==> config.mk <==
export PLATFORM = sky130hd
export DESIGN_NAME = teredo_header_parser_flat
export DESIGN_NICKNAME = d
export VERILOG_FILES = /design/src/rtl/thp_pkg.sv /design/src/rtl/thp_if.sv /design/src/rtl/thp_cfg_regs.sv /design/src/rtl/thp_byte_stage.sv /design/src/rtl/thp_parse_core.sv /design/src/rtl/teredo_header_parser.sv /design/src/flat_wrapper.sv
export SDC_FILE = /design/constraint.sdc
export NUM_CORES = 1
export LEC_CHECK = 0
export BUFFER_PORTS_ARGS = -buffer_cell sky130_fd_sc_hd__buf_2
export CAP_MARGIN = 40
export CELL_PAD_IN_SITES_DETAIL_PLACEMENT = 0
export CELL_PAD_IN_SITES_GLOBAL_PLACEMENT = 2
export CORE_ASPECT_RATIO = 1.25
export CORE_MARGIN = 8
export CORE_UTILIZATION = 43
export DETAILED_ROUTE_END_ITERATION = 8
export PLACE_DENSITY_LB_ADDON = 0.05
export SLEW_MARGIN = 0
export SYNTH_ARGS = -nofsm -noshare
export SYNTH_HDL_FRONTEND = slang
export SYNTH_SLANG_ARGS = --single-unit
==> constraint.sdc <==
create_clock -name clk_i -period 9.3 [get_ports clk_i]
set_input_delay 0.465 -clock clk_i [delete_from_list [all_inputs] [get_ports clk_i]]
set_output_delay 0.465 -clock clk_i [all_outputs]
set_load 0.02 [all_outputs]
==> src/rtl/thp_pkg.sv <==
// Package for the Teredo header parser: shared constants and types.
// No dependencies; used by every other file of the block but thp_if.
package thp_pkg;

  // Datagram and header sizes
  localparam int unsigned MaxPacketBytes    = 65535;
  localparam int unsigned AuthFixedBytes    = 13;
  localparam int unsigned NonceConfirmBytes = 9;
  localparam int unsigned OriginBytes       = 8;

  // Configuration register indexes
  localparam logic [1:0] CfgAuthTypeCode   = 2'd0;
  localparam logic [1:0] CfgOriginTypeCode = 2'd1;
  localparam logic [1:0] CfgMinPacketLen   = 2'd2;

  // Configuration reset values
  localparam logic [7:0]  AuthTypeReset   = 8'd1;
  localparam logic [7:0]  OriginTypeReset = 8'd0;
  localparam logic [15:0] MinLenReset     = 16'd40;

  // Live configuration seen by the parser
  typedef struct packed {
    logic [7:0]  auth_type_code;
    logic [7:0]  origin_type_code;
    logic [15:0] min_packet_length;
  } cfg_t;

  // One registered input item
  typedef struct packed {
    logic       valid;
    logic [7:0] data;
    logic       last;
  } byte_item_t;

endpackage

==> src/rtl/thp_if.sv <==
// Channel interfaces of the Teredo header parser: input bytes, verdicts, register writes.
// No dependencies.
interface thp_byte_if;
  logic       valid;
  logic       ready;
  logic [7:0] data_byte;
  logic       last_byte;
  modport source (output valid, output data_byte, output last_byte, input ready);
  modport sink   (input valid, input data_byte, input last_byte, output ready);
endinterface

interface thp_result_if;
  logic        valid;
  logic        ready;
  logic        status;
  logic        auth_present;
  logic        origin_present;
  logic [63:0] nonce_value;
  logic [7:0]  confirm_byte;
  logic [15:0] origin_port_raw;
  logic [31:0] origin_addr_raw;
  logic [9:0]  payload_offset;
  logic [15:0] payload_length;
  modport source (output valid, output status, output auth_present, output origin_present,
                  output nonce_value, output confirm_byte, output origin_port_raw,
                  output origin_addr_raw, output payload_offset, output payload_length,
                  input ready);
  modport sink   (input valid, input status, input auth_present, input origin_present,
                  input nonce_value, input confirm_byte, input origin_port_raw,
                  input origin_addr_raw, input payload_offset, input payload_length,
                  output ready);
endinterface

interface thp_cfg_if;
  logic        valid;
  logic        ready;
  logic [1:0]  index;
  logic [15:0] data;
  modport source (output valid, output index, output data, input ready);
  modport sink   (input valid, input index, input data, output ready);
endinterface

==> src/rtl/thp_cfg_regs.sv <==
// Configuration registers of the Teredo header parser.
// Depends on thp_pkg and thp_cfg_if.
module thp_cfg_regs (
  input  logic           clk_i,
  input  logic           rst_ni,
  thp_cfg_if.sink        cfg_i,
  output thp_pkg::cfg_t  cfg_o
);

  logic [7:0]  auth_code_q;
  logic [7:0]  origin_code_q;
  logic [15:0] min_len_q;

  // Always take writes; unknown indexes are dropped
  assign cfg_i.ready = 1'b1;

  always_ff @(posedge clk_i or negedge rst_ni) begin
    if (!rst_ni) begin
      auth_code_q   <= thp_pkg::AuthTypeReset;
      origin_code_q <= thp_pkg::OriginTypeReset;
      min_len_q     <= thp_pkg::MinLenReset;
    end else if (cfg_i.valid) begin
      unique case (cfg_i.index)
        thp_pkg::CfgAuthTypeCode:   auth_code_q   <= cfg_i.data[7:0];
        thp_pkg::CfgOriginTypeCode: origin_code_q <= cfg_i.data[7:0];
        thp_pkg::CfgMinPacketLen:   min_len_q     <= cfg_i.data;
        default: ;
      endcase
    end
  end

  assign cfg_o.auth_type_code    = auth_code_q;
  assign cfg_o.origin_type_code  = origin_code_q;
  assign cfg_o.min_packet_length = min_len_q;

endmodule

==> src/rtl/thp_byte_stage.sv <==
// Input register of the Teredo header parser: holds one byte item for the core.
// Depends on thp_pkg and thp_byte_if.
module thp_byte_stage (
  input  logic                  clk_i,
  input  logic                  rst_ni,
  thp_byte_if.sink              byte_i,
  input  logic                  take_i,
  output thp_pkg::byte_item_t   item_o
);

  logic       valid_q;
  logic [7:0] data_q;
  logic       last_q;
  logic       load;

  // Refill whenever empty or the held item moves on this cycle
  assign byte_i.ready = !valid_q || take_i;
  assign load         = byte_i.valid && byte_i.ready;

  always_ff @(posedge clk_i or negedge rst_ni) begin
    if (!rst_ni) begin
      valid_q <= 1'b0;
    end else if (load) begin
      valid_q <= 1'b1;
    end else if (take_i) begin
      valid_q <= 1'b0;
    end
  end

  always_ff @(posedge clk_i) begin
    if (load) begin
      data_q <= byte_i.data_byte;
      last_q <= byte_i.last_byte;
    end
  end

  assign item_o.valid = valid_q;
  assign item_o.data  = data_q;
  assign item_o.last  = last_q;

endmodule

==> src/rtl/thp_parse_core.sv <==
// Parse state and verdict register of the Teredo header parser.
// Depends on thp_pkg and thp_result_if.
module thp_parse_core #(
  parameter int unsigned MaxPacketBytes = thp_pkg::MaxPacketBytes
) (
  input  logic                 clk_i,
  input  logic                 rst_ni,
  input  thp_pkg::cfg_t        cfg_i,
  input  thp_pkg::byte_item_t  item_i,
  output logic                 take_o,
  thp_result_if.source         result_o
);

  localparam logic [3:0] PhFirst0  = 4'd0;
  localparam logic [3:0] PhFirst1  = 4'd1;
  localparam logic [3:0] PhIdLen   = 4'd2;
  localparam logic [3:0] PhAuLen   = 4'd3;
  localparam logic [3:0] PhSkip    = 4'd4;
  localparam logic [3:0] PhNonce   = 4'd5;
  localparam logic [3:0] PhOrig0   = 4'd6;
  localparam logic [3:0] PhOrig1   = 4'd7;
  localparam logic [3:0] PhOrig    = 4'd8;
  localparam logic [3:0] PhPayload = 4'd9;

  localparam logic [15:0] MaxBytes    = 16'(MaxPacketBytes);
  localparam logic [9:0]  AuthFixed   = 10'(thp_pkg::AuthFixedBytes);
  localparam logic [8:0]  NonceCount  = 9'(thp_pkg::NonceConfirmBytes);
  localparam logic [8:0]  OriginSkip  = 9'(thp_pkg::OriginBytes - 2);
  localparam logic [9:0]  OriginLen   = 10'(thp_pkg::OriginBytes);

  // Per-datagram state
  logic [15:0] pos_q, pos_d;
  logic [3:0]  phase_q, phase_d;
  logic [8:0]  skip_q, skip_d;
  logic [7:0]  held_q, held_d;
  logic [63:0] nonce_q, nonce_d;
  logic [7:0]  confirm_q, confirm_d;
  logic [47:0] origin_q, origin_d;
  logic [1:0]  flags_q, flags_d;
  logic [9:0]  hdr_end_q, hdr_end_d;

  // Verdict register
  logic        out_valid_q;
  logic        status_q, auth_q, orig_q;
  logic [63:0] out_nonce_q;
  logic [7:0]  out_confirm_q;
  logic [15:0] out_port_q;
  logic [31:0] out_addr_q;
  logic [9:0]  out_offset_q;
  logic [15:0] out_length_q;

  logic [8:0]  skip_sum;
  logic [7:0]  b;
  logic        auth, orig, reject;
  logic [9:0]  hdr_ptr, pay_ptr;
  logic        out_free;

  assign b = item_i.data;

  // A non-final byte always moves; a final one needs the verdict slot
  assign out_free = !out_valid_q || result_o.ready;
  assign take_o   = item_i.valid && (!item_i.last || out_free);

  // Next parse state for the held byte
  always_comb begin
    pos_d     = pos_q;
    phase_d   = phase_q;
    skip_d    = skip_q;
    held_d    = held_q;
    nonce_d   = nonce_q;
    confirm_d = confirm_q;
    origin_d  = origin_q;
    flags_d   = flags_q;
    hdr_end_d = hdr_end_q;
    skip_sum  = skip_q + {1'b0, b};
    if (pos_q < MaxBytes) begin
      pos_d = pos_q + 16'd1;
      unique case (phase_q)
        PhFirst0: begin
          held_d  = b;
          phase_d = PhFirst1;
        end
        PhFirst1: begin
          if (held_q == 8'd0 && b == cfg_i.auth_type_code) begin
            flags_d[0] = 1'b1;
            hdr_end_d  = AuthFixed;
            phase_d    = PhIdLen;
          end else if (held_q == 8'd0 && b == cfg_i.origin_type_code) begin
            flags_d[1] = 1'b1;
            skip_d     = OriginSkip;
            phase_d    = PhOrig;
          end else begin
            phase_d = PhPayload;
          end
        end
        PhIdLen: begin
          skip_d  = {1'b0, b};
          phase_d = PhAuLen;
        end
        PhAuLen: begin
          hdr_end_d = AuthFixed + {1'b0, skip_sum};
          if (skip_sum == 9'd0) begin
            skip_d  = NonceCount;
            phase_d = PhNonce;
          end else begin
            skip_d  = skip_sum;
            phase_d = PhSkip;
          end
        end
        PhSkip: begin
          skip_d = skip_q - 9'd1;
          if (skip_d == 9'd0) begin
            skip_d  = NonceCount;
            phase_d = PhNonce;
          end
        end
        PhNonce: begin
          if (skip_q > 9'd1) begin
            nonce_d = {nonce_q[55:0], b};
          end else begin
            confirm_d = b;
          end
          skip_d = skip_q - 9'd1;
          if (skip_d == 9'd0) begin
            phase_d = PhOrig0;
          end
        end
        PhOrig0: begin
          held_d  = b;
          phase_d = PhOrig1;
        end
        PhOrig1: begin
          if (held_q == 8'd0 && b == cfg_i.origin_type_code) begin
            flags_d[1] = 1'b1;
            skip_d     = OriginSkip;
            phase_d    = PhOrig;
          end else begin
            phase_d = PhPayload;
          end
        end
        PhOrig: begin
          origin_d = {origin_q[39:0], b};
          skip_d   = skip_q - 9'd1;
          if (skip_d == 9'd0) begin
            phase_d = PhPayload;
          end
        end
        default: ;
      endcase
    end
  end

  // Verdict from the state that includes the final byte
  always_comb begin
    auth    = flags_d[0];
    orig    = flags_d[1];
    hdr_ptr = auth ? hdr_end_d : 10'd0;
    pay_ptr = orig ? hdr_ptr + OriginLen : hdr_ptr;
    reject  = pos_d < cfg_i.min_packet_length;
    if (auth && pos_d < {6'd0, hdr_end_d}) begin
      reject = 1'b1;
    end
    if (orig && pos_d < {6'd0, pay_ptr}) begin
      reject = 1'b1;
    end
  end

  // Advance the parse state; clear it after the final byte
  always_ff @(posedge clk_i or negedge rst_ni) begin
    if (!rst_ni) begin
      pos_q     <= '0;
      phase_q   <= PhFirst0;
      skip_q    <= '0;
      held_q    <= '0;
      nonce_q   <= '0;
      confirm_q <= '0;
      origin_q  <= '0;
      flags_q   <= '0;
      hdr_end_q <= '0;
    end else if (take_o) begin
      if (item_i.last) begin
        pos_q     <= '0;
        phase_q   <= PhFirst0;
        skip_q    <= '0;
        held_q    <= '0;
        nonce_q   <= '0;
        confirm_q <= '0;
        origin_q  <= '0;
        flags_q   <= '0;
        hdr_end_q <= '0;
      end else begin
        pos_q     <= pos_d;
        phase_q   <= phase_d;
        skip_q    <= skip_d;
        held_q    <= held_d;
        nonce_q   <= nonce_d;
        confirm_q <= confirm_d;
        origin_q  <= origin_d;
        flags_q   <= flags_d;
        hdr_end_q <= hdr_end_d;
      end
    end
  end

  // Hold the verdict until the receiver takes it
  always_ff @(posedge clk_i or negedge rst_ni) begin
    if (!rst_ni) begin
      out_valid_q <= 1'b0;
    end else if (take_o && item_i.last) begin
      out_valid_q <= 1'b1;
    end else if (result_o.ready) begin
      out_valid_q <= 1'b0;
    end
  end

  // Load verdict fields; a rejected datagram sets status and reports zeros elsewhere
  always_ff @(posedge clk_i) begin
    if (take_o && item_i.last) begin
      status_q      <= reject;
      auth_q        <= !reject && auth;
      orig_q        <= !reject && orig;
      out_nonce_q   <= (!reject && auth) ? nonce_d : 64'd0;
      out_confirm_q <= (!reject && auth) ? confirm_d : 8'd0;
      out_port_q    <= (!reject && orig) ? origin_d[47:32] : 16'd0;
      out_addr_q    <= (!reject && orig) ? origin_d[31:0] : 32'd0;
      out_offset_q  <= reject ? 10'd0 : pay_ptr;
      out_length_q  <= reject ? 16'd0 : pos_d - {6'd0, pay_ptr};
    end
  end

  assign result_o.valid           = out_valid_q;
  assign result_o.status          = status_q;
  assign result_o.auth_present    = auth_q;
  assign result_o.origin_present  = orig_q;
  assign result_o.nonce_value     = out_nonce_q;
  assign result_o.confirm_byte    = out_confirm_q;
  assign result_o.origin_port_raw = out_port_q;
  assign result_o.origin_addr_raw = out_addr_q;
  assign result_o.payload_offset  = out_offset_q;
  assign result_o.payload_length  = out_length_q;

endmodule

==> src/rtl/teredo_header_parser.sv <==
// Top level of the Teredo header parser.
// Depends on thp_pkg, the interfaces in thp_if, thp_cfg_regs, thp_byte_stage, thp_parse_core.
//
// Usage:
//   byte_i   : one datagram byte per item, last_byte set on the final byte.
//   result_o : one verdict item per datagram, produced from its final byte.
//   cfg_i    : register writes (0 auth type code, 1 origin type code,
//              2 minimum datagram length); ready is always high. Write only
//              while no datagram is in flight.
// Timing: a byte is held in the input register until the core takes it and uses
//   it to update the parse state; the verdict is loaded into the result register
//   when the core takes the final byte. One byte is accepted per cycle, except
//   while a final byte waits for the verdict register to be free.
// Stall: a waiting verdict does not block bytes of the next datagram; only
//   its final byte waits until the verdict register is free.
// Reset: clears the parse state and both valid flags and loads the register
//   reset values (auth type 1, origin type 0, minimum length 40); no datagram
//   is in flight afterward.
module teredo_header_parser #(
  parameter int unsigned MaxPacketBytes = thp_pkg::MaxPacketBytes
) (
  input  logic          clk_i,
  input  logic          rst_ni,
  thp_byte_if.sink      byte_i,
  thp_result_if.source  result_o,
  thp_cfg_if.sink       cfg_i
);

  thp_pkg::cfg_t       cfg;
  thp_pkg::byte_item_t item;
  logic                take;

  thp_cfg_regs u_cfg_regs (
    .clk_i  (clk_i),
    .rst_ni (rst_ni),
    .cfg_i  (cfg_i),
    .cfg_o  (cfg)
  );

  thp_byte_stage u_byte_stage (
    .clk_i  (clk_i),
    .rst_ni (rst_ni),
    .byte_i (byte_i),
    .take_i (take),
    .item_o (item)
  );

  thp_parse_core #(
    .MaxPacketBytes (MaxPacketBytes)
  ) u_parse_core (
    .clk_i    (clk_i),
    .rst_ni   (rst_ni),
    .cfg_i    (cfg),
    .item_i   (item),
    .take_o   (take),
    .result_o (result_o)
  );

endmodule

==> src/flat_wrapper.sv <==
// flat-port wrapper written by rule: the top's interface ports become plain ports
module teredo_header_parser_flat 
#(
  parameter int unsigned MaxPacketBytes = thp_pkg::MaxPacketBytes
)
  (clk_i, rst_ni, byte_i_valid, byte_i_data_byte, byte_i_last_byte, byte_i_ready, result_o_valid, result_o_status, result_o_auth_present, result_o_origin_present, result_o_nonce_value, result_o_confirm_byte, result_o_origin_port_raw, result_o_origin_addr_raw, result_o_payload_offset, result_o_payload_length, result_o_ready, cfg_i_valid, cfg_i_index, cfg_i_data, cfg_i_ready);
  thp_byte_if byte_i_i ();
  thp_result_if result_o_i ();
  thp_cfg_if cfg_i_i ();
  input  logic clk_i;
  input  logic rst_ni;
  input wire logic [$bits(byte_i_i.valid)-1:0] byte_i_valid;
  input wire logic [$bits(byte_i_i.data_byte)-1:0] byte_i_data_byte;
  input wire logic [$bits(byte_i_i.last_byte)-1:0] byte_i_last_byte;
  output wire logic [$bits(byte_i_i.ready)-1:0] byte_i_ready;
  output wire logic [$bits(result_o_i.valid)-1:0] result_o_valid;
  output wire logic [$bits(result_o_i.status)-1:0] result_o_status;
  output wire logic [$bits(result_o_i.auth_present)-1:0] result_o_auth_present;
  output wire logic [$bits(result_o_i.origin_present)-1:0] result_o_origin_present;
  output wire logic [$bits(result_o_i.nonce_value)-1:0] result_o_nonce_value;
  output wire logic [$bits(result_o_i.confirm_byte)-1:0] result_o_confirm_byte;
  output wire logic [$bits(result_o_i.origin_port_raw)-1:0] result_o_origin_port_raw;
  output wire logic [$bits(result_o_i.origin_addr_raw)-1:0] result_o_origin_addr_raw;
  output wire logic [$bits(result_o_i.payload_offset)-1:0] result_o_payload_offset;
  output wire logic [$bits(result_o_i.payload_length)-1:0] result_o_payload_length;
  input wire logic [$bits(result_o_i.ready)-1:0] result_o_ready;
  input wire logic [$bits(cfg_i_i.valid)-1:0] cfg_i_valid;
  input wire logic [$bits(cfg_i_i.index)-1:0] cfg_i_index;
  input wire logic [$bits(cfg_i_i.data)-1:0] cfg_i_data;
  output wire logic [$bits(cfg_i_i.ready)-1:0] cfg_i_ready;
  assign byte_i_i.valid = byte_i_valid;
  assign byte_i_i.data_byte = byte_i_data_byte;
  assign byte_i_i.last_byte = byte_i_last_byte;
  assign byte_i_ready = byte_i_i.ready;
  assign result_o_valid = result_o_i.valid;
  assign result_o_status = result_o_i.status;
  assign result_o_auth_present = result_o_i.auth_present;
  assign result_o_origin_present = result_o_i.origin_present;
  assign result_o_nonce_value = result_o_i.nonce_value;
  assign result_o_confirm_byte = result_o_i.confirm_byte;
  assign result_o_origin_port_raw = result_o_i.origin_port_raw;
  assign result_o_origin_addr_raw = result_o_i.origin_addr_raw;
  assign result_o_payload_offset = result_o_i.payload_offset;
  assign result_o_payload_length = result_o_i.payload_length;
  assign result_o_i.ready = result_o_ready;
  assign cfg_i_i.valid = cfg_i_valid;
  assign cfg_i_i.index = cfg_i_index;
  assign cfg_i_i.data = cfg_i_data;
  assign cfg_i_ready = cfg_i_i.ready;
  teredo_header_parser #(.MaxPacketBytes(MaxPacketBytes)) u_core (.clk_i(clk_i), .rst_ni(rst_ni), .byte_i(byte_i_i), .result_o(result_o_i), .cfg_i(cfg_i_i));
endmodule
# Yosys cells after proc, flatten, opt, wreduce, memory -nomap -nowiden
# Cells that the tools add are included.
# W data, S select, Z words.
[op_classes]
n_addsub = 6
n_lt_le_gt_ge = 5
n_eq_ne = 16
n_mux = 51
reduce_logical = 35
[op_table]
columns = ["cell", "count"]
rows = [
  ["$mux W64", 4],
  ["$mux W48", 3],
  ["$mux W8", 7],
  ["$mux W9", 6],
  ["$pmux W9 S6", 1],
  ["$mux W10", 5],
  ["$pmux W4 S9", 1],
  ["$lt A16 B10 Y1", 2],
  ["$mux W16", 2],
  ["$mux W4", 6],
  ["$pmux W10 S2", 1],
  ["$logic_not A9 Y1", 2],
  ["$add A16 B1 Y16 const B", 1],
  ["$eq A4 B3 Y1 const B", 4],
  ["$eq A8 B8 Y1", 2],
  ["$lt A16 B16 Y1", 1],
  ["$lt A16 B16 Y1 const B", 1],
  ["$sub A16 B10 Y16", 1],
  ["$mux W1", 12],
  ["$ne A3 B2 Y1 const B", 4],
  ["$add A10 B4 Y10 const B", 1],
  ["$add A4 B9 Y10 const A", 1],
  ["$reduce_bool A10 Y1", 1],
  ["$add A9 B8 Y9", 1],
  ["22 further kinds", 43],
]
[word_totals]
regBits = 361
in_bits = 32

# Depth between registers and ports, before layout
# Gate-level depths: netlist (run 1).
[depth]
word_depth = 14
depth_mapped = 22

# Modules after synthesis
# From an unflattened synthesis (run 1), not the netlist that was laid out.
[hier_totals]
cells_unflattened = 1564
area_unflattened_um2 = 17444.2
[by_module_without_submodules]
columns = ["module", "instances", "cells_per_inst", "area_per_inst_um2", "seq_area_each_um2"]
rows = [
  ["thp_parse_core", 1, 1479, 15867.7, 8728.4],
  ["thp_cfg_regs", 1, 70, 1237.4, 804.5],
  ["thp_byte_stage", 1, 15, 339.1, 295.3],
]

# Least setup slack after synthesis (run 1)
# Ideal clock, no wire load.
[synth_timing]
kind = "register to register"
start = "reg u_core.u_parse_core.skip_q[0]"
end = "reg u_core.u_parse_core.out_confirm_q[0] (netlist: u_core.u_parse_core.result_o.confirm_byte[0]), data pin"
arrival_time_ns = 4.779
required_ns = 9.030
path_slack_ns = 4.252
path_stages_with_launch = 21
n_path_buf = 2
period_less_slack_ns = 5.048
cell_sequence = "dfrtp_1 > ha_1 > fa_1 > a211oi_1 > o211ai_1 > a32oi_1 > nand4_1 > xnor2_1 > o21ai_0 > inv_1 > nor4_1 > mux2i_1 > ha_1 > nand3_1 > nand2_1 > a211oi_1 > a22oi_1 > nand2_2 > buf_8 > buf_6 > nor3_1"
[synth_between]
elab_chain_len = 12
elab_cells_between_ends = 19
cone_classes = "add/sub (3); order compare (3); mux (9); reduce/logical (4)"
[synth_lines]
columns = ["element", "line_no", "source"]
rows = [
  ["from (decl)", "thp_parse_core.sv:34", "logic [8:0] skip_q, skip_d;"],
  ["from (signal assigned)", "thp_parse_core.sv:194", "skip_q <= skip_d;"],
  ["$add A9 B8 Y9", "thp_parse_core.sv:75", "skip_sum = skip_q + {1'b0, b};"],
  ["$add A4 B9 Y10", "thp_parse_core.sv:101", "hdr_end_d = AuthFixed + {1'b0, skip_sum};"],
  ["$pmux W10 S2", "thp_parse_core.sv:78", "unique case (phase_q)"],
  ["$mux W10", "thp_parse_core.sv:76", "if (pos_q < MaxBytes) begin"],
  ["$mux W10", "thp_parse_core.sv:157", "hdr_ptr = auth ? hdr_end_d : 10'd0;"],
  ["$add A10 B4 Y10", "thp_parse_core.sv:158", "pay_ptr = orig ? hdr_ptr + OriginLen : hdr_ptr;"],
  ["$mux W10", "thp_parse_core.sv:158", ""],
  ["$lt A16 B10 Y1", "thp_parse_core.sv:163", "if (orig && pos_d < {6'd0, pay_ptr}) begin"],
  ["$logic_and A1 B1 Y1", "thp_parse_core.sv:163", ""],
  ["$mux W1", "thp_parse_core.sv:163", ""],
  ["$logic_not A1 Y1", "thp_parse_core.sv:223", "out_confirm_q <= (!reject && auth) ? confirm_d : 8'd0;"],
  ["$logic_and A1 B1 Y1", "thp_parse_core.sv:223", ""],
  ["to (signal assigned)", "thp_parse_core.sv:223", ""],
  ["to (decl)", "thp_parse_core.sv:46", "logic [7:0] out_confirm_q;"],
]
# Several ways; a longest one is shown, not always the timed one.
# A chain may end at the register's enable or synchronous reset.

# Worst setup path after layout (run 1)
[layout_timing]
start = "reg u_core.u_byte_stage.data_q[0]"
end = "reg u_core.u_parse_core.out_confirm_q[3] (netlist: u_core.u_parse_core.result_o.confirm_byte[3]), data pin"
[layout_between]
elab_chain_len = 13
elab_cells_between_ends = 26
cone_classes = "add/sub (3); order compare (2); eq/ne (2); mux (13); reduce/logical (6)"
[layout_lines]
columns = ["element", "line_no", "source"]
rows = [
  ["from (decl)", "thp_byte_stage.sv:12", "logic [7:0] data_q;"],
  ["from (signal assigned)", "thp_byte_stage.sv:32", "data_q <= byte_i.data_byte;"],
  ["branches (longest 12 deep; another with $lt A16 B10 Y1)", "-", ""],
  ["$logic_and A1 B1 Y1 (*)", "thp_parse_core.sv:223", ""],
]
# Mark *: on every way between the ends.

==> metrics.txt, run 1 <==
# IOs=roughly 180; critical path peak fanout=75; vias in the first global route=around 13000; initial antenna violation count=1; Num CTS Buffers=39; Post-CTS Setup Bufs=0; Slew headroom=between 40% and 50%; initial DRC count=about 800; DR pass1 iterations=7; share of layout cells above drive strength 1=19.6%; clock transition at the registers of the reported paths=0.06 ns; post-placement cell count=about 2200; EDFF count, synth=158; M2 GR Usage=between 30 and 40%; RR Startpoint=u_core.u_byte_stage.data_q[0]; GRT met3 Usage=between 2 and 3%; Post-synth top flop=dfrtp_1; Placer Congestion=around 0.91; critical path arrival=a little under 7 ns; part of the cycle the worst path needs=between 70 and 80%; port bufs=182; DP HPWL=approximately 36 mm; final wirelength=~52 mm; vias per inst=5.68; GR Layer Usage met1=a little over a quarter; global route overflow=0; TritonCTS clock tree=done; hold_sp=byte_i_data_byte[6]; Bufs on Longest Clock Path=3; count of different cell masters after synthesis=76; flops & latches, synth=between 300 and 400; Total GRT Usage=21.2%; Cells after Synth=about 1500; maximum capacitance violations=0; # diodes=0; chip width=between 150 and 200 um; Crit. Startpoint=u_core.u_byte_stage.data_q[0]; first-pass GRT wire length=79.8 mm; Core Region=slightly above 0.04 mm2; Setup TNS=0 ns; Final nets=~1800; power per cell area=197 mW/mm2; Setup CP Type=reg -> reg; DRC viols=0; Post-DRT Antenna Nets=0; worst path cell trace=ha_1 -> fa_1 -> a211oi_1 -> o211ai_1 -> a32oi_1 -> nand4_1 -> xnor2_1 -> o21ai_0 -> inv_1 -> nor4_1 -> mux2i_1 -> ha_1 -> nand3_1 -> nand2_1 -> a211oi_1 -> a22oi_1 -> nand2_4 -> buf_16 -> buf_4 -> nor3_1; Final min period=around 6.6 ns; post-synthesis sequential area ratio=a little over half; Critical Path Max Stage Delay=0.57 ns; Non-Filler Instances=between 2000 and 2500; Initial Util=approximately 44%; most frequent cells in the layout=200 x dfrtp_1, 183 x buf_2, 158 x edfxtp_1; status=completed; Worst setup EP type=flop; R2R setup slack=roughly 2.7 ns; filler cell count=3763; synthesized area=0.0179 mm2; die area=0.0484 mm2; Hold Fails Final Rpt=0; Syn Nets=1612; Final Skew=around 0.016 ns; Synth Warn #=0; post-place setup slack=roughly 2.7 ns; Final WS setup=approximately 2.7 ns; leakage power=between 0.009 and 0.01 uW; largest net degree at the start of global routing=between 70 and 80; leading post-synthesis cells by cell area=dfrtp_1 28%, edfxtp_1 27%, mux2i_1 7.3%; CTS Hold Bufs=1; worst skew pair latency=around 0.55 ns; Synth-to-Final Area Change=15.5%; row cnt=between 80 and 90; commonest non-fill, non-tap cell in the layout=dfrtp_1; Hold/Removal Path Class=in -> reg; final setup fails=0; synthesized area per cell=~12 um2; Startpoint Class=flop; Via Count=~13000; TritonCTS Sinks=about 360; RSZ-0062 raised after global routing=no; most used routing layer in global routing=met2; post_cts resized=0; Final Core Density=50.4%; clk root buf=clkbuf_16; Critical Path RT=approximately 9.6 ns; ys async rst share=around 56%; Worst VDD drop=between 0.1 and 0.15 mV; Yosys top cell by area=dfrtp_1; Crit-path slowest cell=edfxtp_1; WL/cell=approximately 23 um; Least-Margin Pin Slew=roughly 0.89 ns; CTS H-tree depth=2; die extent in y=~240 um; Slew Viols, Final=0; post-synth top area share=28.0%; Max Fclk=around 150 MHz
per-stage QoR:
step	cell area, um2	total power (uW)	hold slack (ns)
floorplan	17900	2310	0.169
global placement	19200	2530	0.456
detailed placement	19400	2530	0.473
CTS	20700	4120	0.0787
global route	20700	4250	0.0894
finish	20700	4080	0.102
metal layers:
| metal | vias to the layer above | share of wire (%) |
|---|---|---|
| li1 | 6059 | - |
| met1 | 6406 | 41 |
| met4 | 0 | 3.1 |
| met2 | 288 | 52 |
| met3 | 84 | 3.8 |
| met5 | - | 0 |
final timing paths:
path / to / depth (start not counted)
min: u_core.u_byte_stage.data_q[6] / 1
max in group asynchronous: u_core.u_cfg_regs.auth_code_q[0] / 4
max: u_core.u_parse_core.result_o.confirm_byte[3] / 20
min reg2reg: u_core.u_parse_core.hdr_end_q[8] / 2
min in group asynchronous: u_core.u_byte_stage.valid_q / 2
max reg2reg: u_core.u_parse_core.result_o.confirm_byte[3] / 20
cell type report:
type                       instances  area [um2]  share of cell area, %
multi-input combinational       1011        7390                   35.8
timing repair buffer             214        1250                   6.06
clock inverter                    21         235                   1.14
inverter                          51         196                  0.951
tap                              552         691                   3.34
sequential                       361        9830                   47.6
clock buffer                      50        1060                   5.12
state kept, by name, summed over array words and instances (netlist names), 9 cells and up:
signal,flops
u_core.u_parse_core.hdr_end_q,10
u_core.u_parse_core.result_o.payload_offset,10
u_core.u_parse_core.result_o.origin_addr_raw,32
u_core.u_parse_core.origin_q,48
u_core.u_parse_core.pos_q,16
u_core.u_parse_core.skip_q,9
u_core.u_parse_core.result_o.nonce_value,64
u_core.u_parse_core.result_o.payload_length,16
u_core.u_parse_core.result_o.origin_port_raw,16
u_core.u_cfg_regs.min_len_q,16
u_core.u_parse_core.nonce_q,64
cell families after synthesis:
| family | synth area share [%] |
|---|---|
| muxes | 9.48 |
| and+or+nand+nor | 11.6 |
| adders and majority gates | 3.58 |
| AOI/OAI and AO/OA | 14.0 |
| xor gates and xnor gates | 2.35 |
| DFF | 55.0 |
| other | 0.0210 |
| buffers and inverters | 4.04 |
synthesized netlist by cell type, drive strengths merged (7+ instances only):
| library cell | number |
|---|---|
| and3 | 11 |
| nor3 | 138 |
| inv | 51 |
| o21ai | 67 |
| edfxtp | 158 |
| and2 | 9 |
| buf | 33 |
| mux2i | 130 |
| nor2 | 67 |
| nand2b | 13 |
| nor4 | 12 |
| a21oi | 28 |
| and4 | 7 |
| nand4 | 13 |
| o31ai | 11 |
| a22o | 129 |
| xnor2 | 26 |
| nand2 | 81 |
| a21o | 15 |
| clkbuf | 74 |
| dfrtp | 200 |
| mux2 | 35 |
| nor2b | 9 |
| ha | 48 |
| xor2 | 22 |
| nand3 | 25 |
| a22oi | 8 |
| a211oi | 11 |
worst max-delay path: cells and delay by family, from the launching register on:
| kind | cells | cell delay [ns] |
|---|---|---|
| compound gates | 6 | 2.02 |
| xor+xnor | 1 | 0.17 |
| fa+ha+maj | 3 | 1.04 |
| buf+inv | 3 | 0.79 |
| flops | 1 | 0.57 |
| mux | 1 | 0.27 |
| simple gates | 6 | 1.28 |
where the power goes:
part           internal, uW  switching (uW)  total (uW)  leakage, uW
sequential             1750            83.2        1830      0.00429
combinational           252             413         664      0.00413
clock                   922             656        1580     0.000628
Power figures use the tool's default switching activity.
==> run 2: changes to the inputs <==
--- a/config.mk
+++ b/config.mk
@@ -5,13 +5,14 @@
 export SDC_FILE = /design/constraint.sdc
 export NUM_CORES = 1
 export LEC_CHECK = 0
+export ABC_AREA = 1
 export BUFFER_PORTS_ARGS = -buffer_cell sky130_fd_sc_hd__buf_2
 export CAP_MARGIN = 40
 export CELL_PAD_IN_SITES_DETAIL_PLACEMENT = 0
 export CELL_PAD_IN_SITES_GLOBAL_PLACEMENT = 2
 export CORE_ASPECT_RATIO = 1.25
 export CORE_MARGIN = 8
-export CORE_UTILIZATION = 43
+export CORE_UTILIZATION = 37
 export DETAILED_ROUTE_END_ITERATION = 8
 export PLACE_DENSITY_LB_ADDON = 0.05
 export SLEW_MARGIN = 0
==> constraint.sdc (replaced) <==
create_clock -name clk_i -period 6.7 [get_ports clk_i]
set_input_delay 0.335 -clock clk_i [delete_from_list [all_inputs] [get_ports clk_i]]
set_output_delay 0.335 -clock clk_i [all_outputs]
set_load 0.02 [all_outputs]
==> run 2 against run 1 <==
  * Register-to-register slack worse by 2.0 ns
  * Via count up 4.9%
  * Fmax up 9.8%
  * Combinational power up 93%
  * Non-clock buffer count up 8
  * Clock skew down 0.0048 ns
  * Area after synthesis up 0.59%
  * Synthesized cell count up 25%
  * Die area up 16%
  * Sequential power up 44%
  * Clock power up 47%
  * Sequential share of layout area down 1.1 points
==> metrics.txt, run 2 <==
Placer Congestion=approximately 0.84; DR pass1 iterations=5; Max Fclk=about 170 MHz; EDFF count, synth=approximately 160; Post-synth top flop=dfrtp_1; Via Count=between 10000 and 15000; Bufs on Longest Clock Path=3; Synth-to-Final Area Change=17.4%; vias per inst=around 4.9; Buf/Inv on CP=5; RSZ-0062 raised after global routing=no; Num CTS Buffers=40; main combinational cell family by area after synthesis=simple AND/OR/NAND/NOR gates; post-place setup slack=between 0.7 and 0.8 ns; clk root buf=clkbuf_16; Setup CP Type=reg -> reg; Crit path max-delay family=simple AND/OR/NAND/NOR gates; part of the cycle the worst path needs=89.4%; filler cell count=approximately 4800; Post-DRT Antenna Nets=0; final wirelength=slightly above 50 mm; share of layout cells above drive strength 1=a little under a fifth; Setup TNS=0 ns; port bufs=between 150 and 200; post_cts resized=0; Critical Path Max Stage Delay=around 0.67 ns; synthesized area per cell=~9.4 um2; maximum capacitance violations=0; Startpoint Class=flop; Yosys top cell by area=dfrtp_1; Cells after Synth=roughly 1900; Post-DP Area=0.0196 mm2; global route overflow=0; Hold WS=0.0353 ns; ys async rst share=roughly 56%; # IOs=184; Critical Path RT=7.10 ns; Commonest cells post-synth=343 x nand2_1, 271 x inv_1, 200 x dfrtp_1; most frequent cells in the layout=341 x nand2_1, 270 x inv_1, 200 x dfrtp_1; Initial Util=approximately 37%; Slew headroom=around 41%; DRC viols=0; WL/cell=about 18 um; Crit path top cell by count=nand2_1; vias in the first global route=about 14000; Slew Viols, Final=0; post-synth top area share=between 20% and 30%; Hold/Removal Path Class=in -> reg; commonest non-fill, non-tap cell in the layout=nand2_1; Synth Warn #=0; Worst VDD drop=0.177 mV; initial antenna violation count=0; Total GRT Usage=18.3%; simple-gate portion of the synthesized area=18.3%; Post-CTS Setup Bufs=0; cell with the most instances after synthesis=nand2_1; power per cell area=slightly below 300 mW/mm2; CTS H-tree depth=2; Hold Fails Final Rpt=0; first-pass GRT wire length=between 80 and 90 mm; xor/xnor share of the synthesized area=about 2.2%; Final Skew=about 0.011 ns; mux contribution to synthesized area=0%; critical path arrival=around 6.4 ns; largest net degree at the start of global routing=between 90 and 100; Worst setup EP type=flop; clock transition at the registers of the reported paths=roughly 0.06 ns; post-synthesis sequential area ratio=a little over half; Syn Nets=around 2000; CTS Hold Bufs=14; DP HPWL=36.2 mm; leakage power=0.00967 uW; leading post-synthesis cells by cell area=dfrtp_1 28%, edfxtp_1 26%, nand2_1 7.2%; die area=about 0.056 mm2; row cnt=90; chip width=~210 um; Crit-path slowest cell=edfxtp_1; # diodes=0; worst skew pair latency=between 0.5 and 0.6 ns; die extent in y=263 um; Post-Synth Adder-Cell Area=3.56%; Finished Cell Area=roughly 0.021 mm2; Core Region=between 0.04 and 0.05 mm2; synthesized area=between 0.015 and 0.02 mm2; final setup fails=0; TritonCTS Sinks=361; count of different cell masters after synthesis=51; critical path peak fanout=28; initial DRC count=between 600 and 700; TritonCTS clock tree=done; post-synthesis compound-gate area fraction=12.8%; Least-Margin Pin Slew=0.878 ns; Final nets=between 2000 and 2500; flops & latches, synth=roughly 360; Final min period=5.99 ns; status=completed; Final WS setup=approximately 0.71 ns
==> run 2: cell count changes in the layout (fill, tap and decap cells not counted), moves of 18 or more <==
cell     change
xnor2_1     -19
nor3_1     -120
mux2_2      -35
nor2_1      +84
a22o_1     -129
mux2i_1    -130
nand3_1     +23
nor2_4      +60
o21ai_0    +126
inv_1      +220
nand2_1    +261
o22ai_1    +141
a21oi_1     +18
==> run 2: layout make-up <==
type                    instances  area [um2]  share of cell area [%]
clock inverters                30         350                    1.66
multi-input cells            1177        6670                    31.6
well taps                     644         806                    3.81
repair buffers                222        1360                    6.44
inverters                     287        1080                    5.13
flip-flops and latches        361        9830                    46.5
clock buffers                  43        1020                    4.84
==> run 2: power breakdown <==
part           switching (uW)  internal, uW
logic                     874           409
clock network             942          1380
registers                 118          2520
==> run 2: cell families (layout without fill, tap and decap cells) <==
group,count (synthesis),after routing
fa+ha+maj,50,50
flops,361,361
buf+inv,367,582
other cells,1,1
simple gates,674,674
compound gates,407,407
xor+xnor,45,45
==> run 2: path summary, 6_finish.rpt <==
kind / startpoint / to / slack, ns / cells after the start
setup reg to reg: u_core.u_byte_stage.data_q[1] / flop / 0.71 / 30
max in group asynchronous: rst_ni / u_core.u_parse_core.nonce_q[54] / 5.01 / 3
min in group asynchronous: rst_ni / u_core.u_parse_core.origin_q[34] / 0.36 / 2
hold / removal: cfg_i_data[12] / u_core.u_cfg_regs.min_len_q[12] / 0.04 / 3
setup / recovery: u_core.u_byte_stage.data_q[1] / flop / 0.71 / 30
hold reg to reg: u_core.u_cfg_regs.min_len_q[1] / u_core.u_cfg_regs.min_len_q[1] / 0.48 / 2
==> run 2: worst min-delay path, delay by kind of cell <==
family | cells | cell delay (ns)
AOI/OAI and AO/OA | 1 | 0.10
buffers and inverters | 1 | 0.07
and+or+nand+nor | 1 | 0.04
==> run 2: metal layers <==
metal  up-vias  global-route usage, %  wire (um)
met5         -                      0          0
met4         0                   5.05       1250
met3        73                   2.71       2050
met2       235                   31.4      25300
met1      6433                   23.7      22500
li1       6729                      -          -
==> run 2: metrics by stage <==
step | utilization (%) | instances | total power (uW)
5_1_grt | 43.8 | 2764 | 6600
6_report | 43.8 | 2764 | 6250
2_1_floorplan | - | 1905 | 3550
4_1_cts | 43.8 | 2764 | 6340
3_5_place_dp | 40.7 | 2677 | 3970
3_3_place_gp | 40.5 | 2673 | 3970
==> run 3: changes to the inputs <==
--- a/config.mk
+++ b/config.mk
@@ -14,6 +14,7 @@
 export CORE_MARGIN = 8
 export CORE_UTILIZATION = 37
 export DETAILED_ROUTE_END_ITERATION = 8
+export MAX_ROUTING_LAYER = met4
 export PLACE_DENSITY_LB_ADDON = 0.05
 export SLEW_MARGIN = 0
 export SYNTH_ARGS = -nofsm -noshare
==> run 3 against run 2 <==
  * Worst setup slack better by 0.00056 ns
  * Sequential power about the same
  * Sequential share of layout area up 0.31 points
  * Final area down 0.66%
  * Highest routed layer unchanged
  * Total power down 1.8%
==> metrics.txt, run 3 (same netlist as run 2, synthesis figures left out) <==
vias per inst=between 4 and 5; RR Startpoint=u_core.u_parse_core.skip_q[2]; most frequent cells in the layout=341 x nand2_1, 270 x inv_1, 200 x dfrtp_1; leakage power=0.00962 uW; Crit-path slowest cell=nand3_2; Post-DRT Antenna Nets=0; post_cts resized=0; Critical Path RT=7.11 ns; die extent in y=between 200 and 300 um; Core Region=a little under 0.05 mm2; Synth-to-Final Area Change=16.7%; Num CTS Buffers=40; RSZ-0062 raised after global routing=no; Initial Util=a little under two fifths; TritonCTS Sinks=361; DR pass1 iterations=5; Via Count=about 13000; Placer Congestion=roughly 0.85; Crit path top cell by count=nand2_1; register area=slightly below 0.01 mm2; final setup fails=0; Finished Cell Area=between 0.02 and 0.025 mm2; vias in the first global route=~14000; Least-Margin Pin Slew=0.949 ns; Worst setup EP type=flop; Total GRT Usage=between 10% and 20%; largest net degree at the start of global routing=between 100 and 150; status=completed; critical path arrival=~6.4 ns; Hold/Removal Path Class=in -> reg; chip width=213 um; part of the cycle the worst path needs=between 80% and 90%; clock transition at the registers of the reported paths=approximately 0.060 ns; row cnt=90; Bufs on Longest Clock Path=3; Setup CP Type=reg -> reg; hold_sp=cfg_i_data[15]; Worst VDD drop=between 0.15 and 0.2 mV; initial antenna violation count=0; Slew Viols, Final=0; maximum capacitance violations=0; DP HPWL=36.1 mm; Crit. Startpoint=u_core.u_parse_core.skip_q[2]; Final nets=roughly 2200; global route overflow=0; critical path peak fanout=27; power per cell area=292 mW/mm2; first-pass GRT wire length=just under 80 mm; Post-DP Area=0.0196 mm2; Slew headroom=between 30% and 40%; commonest non-fill, non-tap cell in the layout=nand2_1; share of layout cells above drive strength 1=about 19%; TritonCTS clock tree=done; Max Fclk=roughly 170 MHz; # diodes=0; R2R setup slack=0.71 ns; filler cell count=approximately 4900; Post-CTS Setup Bufs=0; # IOs=184; Critical Path Max Stage Delay=0.55 ns; initial DRC count=about 700; Setup TNS=0 ns; DRC viols=0; Final WS setup=just over 0.7 ns; CTS H-tree depth=2; post-place setup slack=~0.74 ns; Hold Fails Final Rpt=0; area occupied by multi-input gates=about 0.0067 mm2; Final min period=5.99 ns; WL/cell=18.5 um; die area=between 0.05 and 0.06 mm2; worst skew pair latency=about 0.56 ns; Final Skew=around 0.014 ns; Startpoint Class=flop; port bufs=182; clk root buf=clkbuf_16; final wirelength=51.1 mm
[run 3: cell types whose count changed in the layout (fill, tap and decap cells not counted), sizes merged]
cell,before,now
buf,208,206
bufinv,7,2
clkbuf,43,58
clkinv,15,10
clkinvlp,6,1
dlygate4sd3,14,13
[run 3: layer usage]
| layer | routed length, um | global-route usage, % |
|---|---|---|
| met1 | 22600 | 22.7 |
| met2 | 25100 | 31.1 |
| met3 | 1800 | 2.90 |
| met4 | 1630 | 6.25 |
| met5 | 0 | - |
[run 3: final cells by class]
type	instances	share of cell area [%]
flip-flops and latches	361	46.8
multi-input cells	1177	31.8
repair buffers	219	6.14
clock buffers	58	5.58
inverters	287	5.17
well taps	644	3.84
clock inverters	15	0.644
[run 3: worst paths after layout]
| check | to | depth (start not counted) |
|---|---|---|
| worst max-delay path | flop | 30 |
| min in group asynchronous | u_core.u_parse_core.origin_q[36] | 2 |
| worst min-delay path | u_core.u_cfg_regs.min_len_q[15] | 3 |
| worst max register to register | flop | 30 |
| worst min register to register | u_core.u_cfg_regs.min_len_q[1] | 2 |
| max in group asynchronous | u_core.u_cfg_regs.min_len_q[2] | 3 |
[run 3: through the flow]
step / total power, uW / util, % / hold slack, ns / instances
2_1_floorplan: 3550 / - / 0.0394 / 1905
4_1_cts: 6220 / 43.5 / 0.000862 / 2761
6_report: 6130 / 43.5 / 0.0343 / 2761
5_1_grt: 6480 / 43.5 / 0.0230 / 2761
3_5_place_dp: 3970 / 40.6 / 0.474 / 2675
3_3_place_gp: 3970 / 40.5 / 0.469 / 2674
[run 3: what timing repair did]
action | in CTS | in global routing
hold buffers | 13 | 0
setup endpoints to repair | 0 | 0
hold endpoints to repair | 121 | 0
[run 3: critical path: cells and delay by family, from the launching register on]
kind,cells,cell delay (ns)
AO/OA/AOI/OAI,4,0.79
XOR/XNOR,1,0.50
adder cells (fa/ha/maj),3,0.86
buffers and inverters,5,0.72
flip-flops,1,0.44
AND/OR/NAND/NOR,17,2.50
[run 3: report_power, final]
group	internal [uW]	total (uW)	switching [uW]	leakage (uW)
registers	2520	2640	122	0.00426
clock network	1290	2210	918	0.000642
logic	404	1270	871	0.00472
total	4220	6130	1910	0.00962
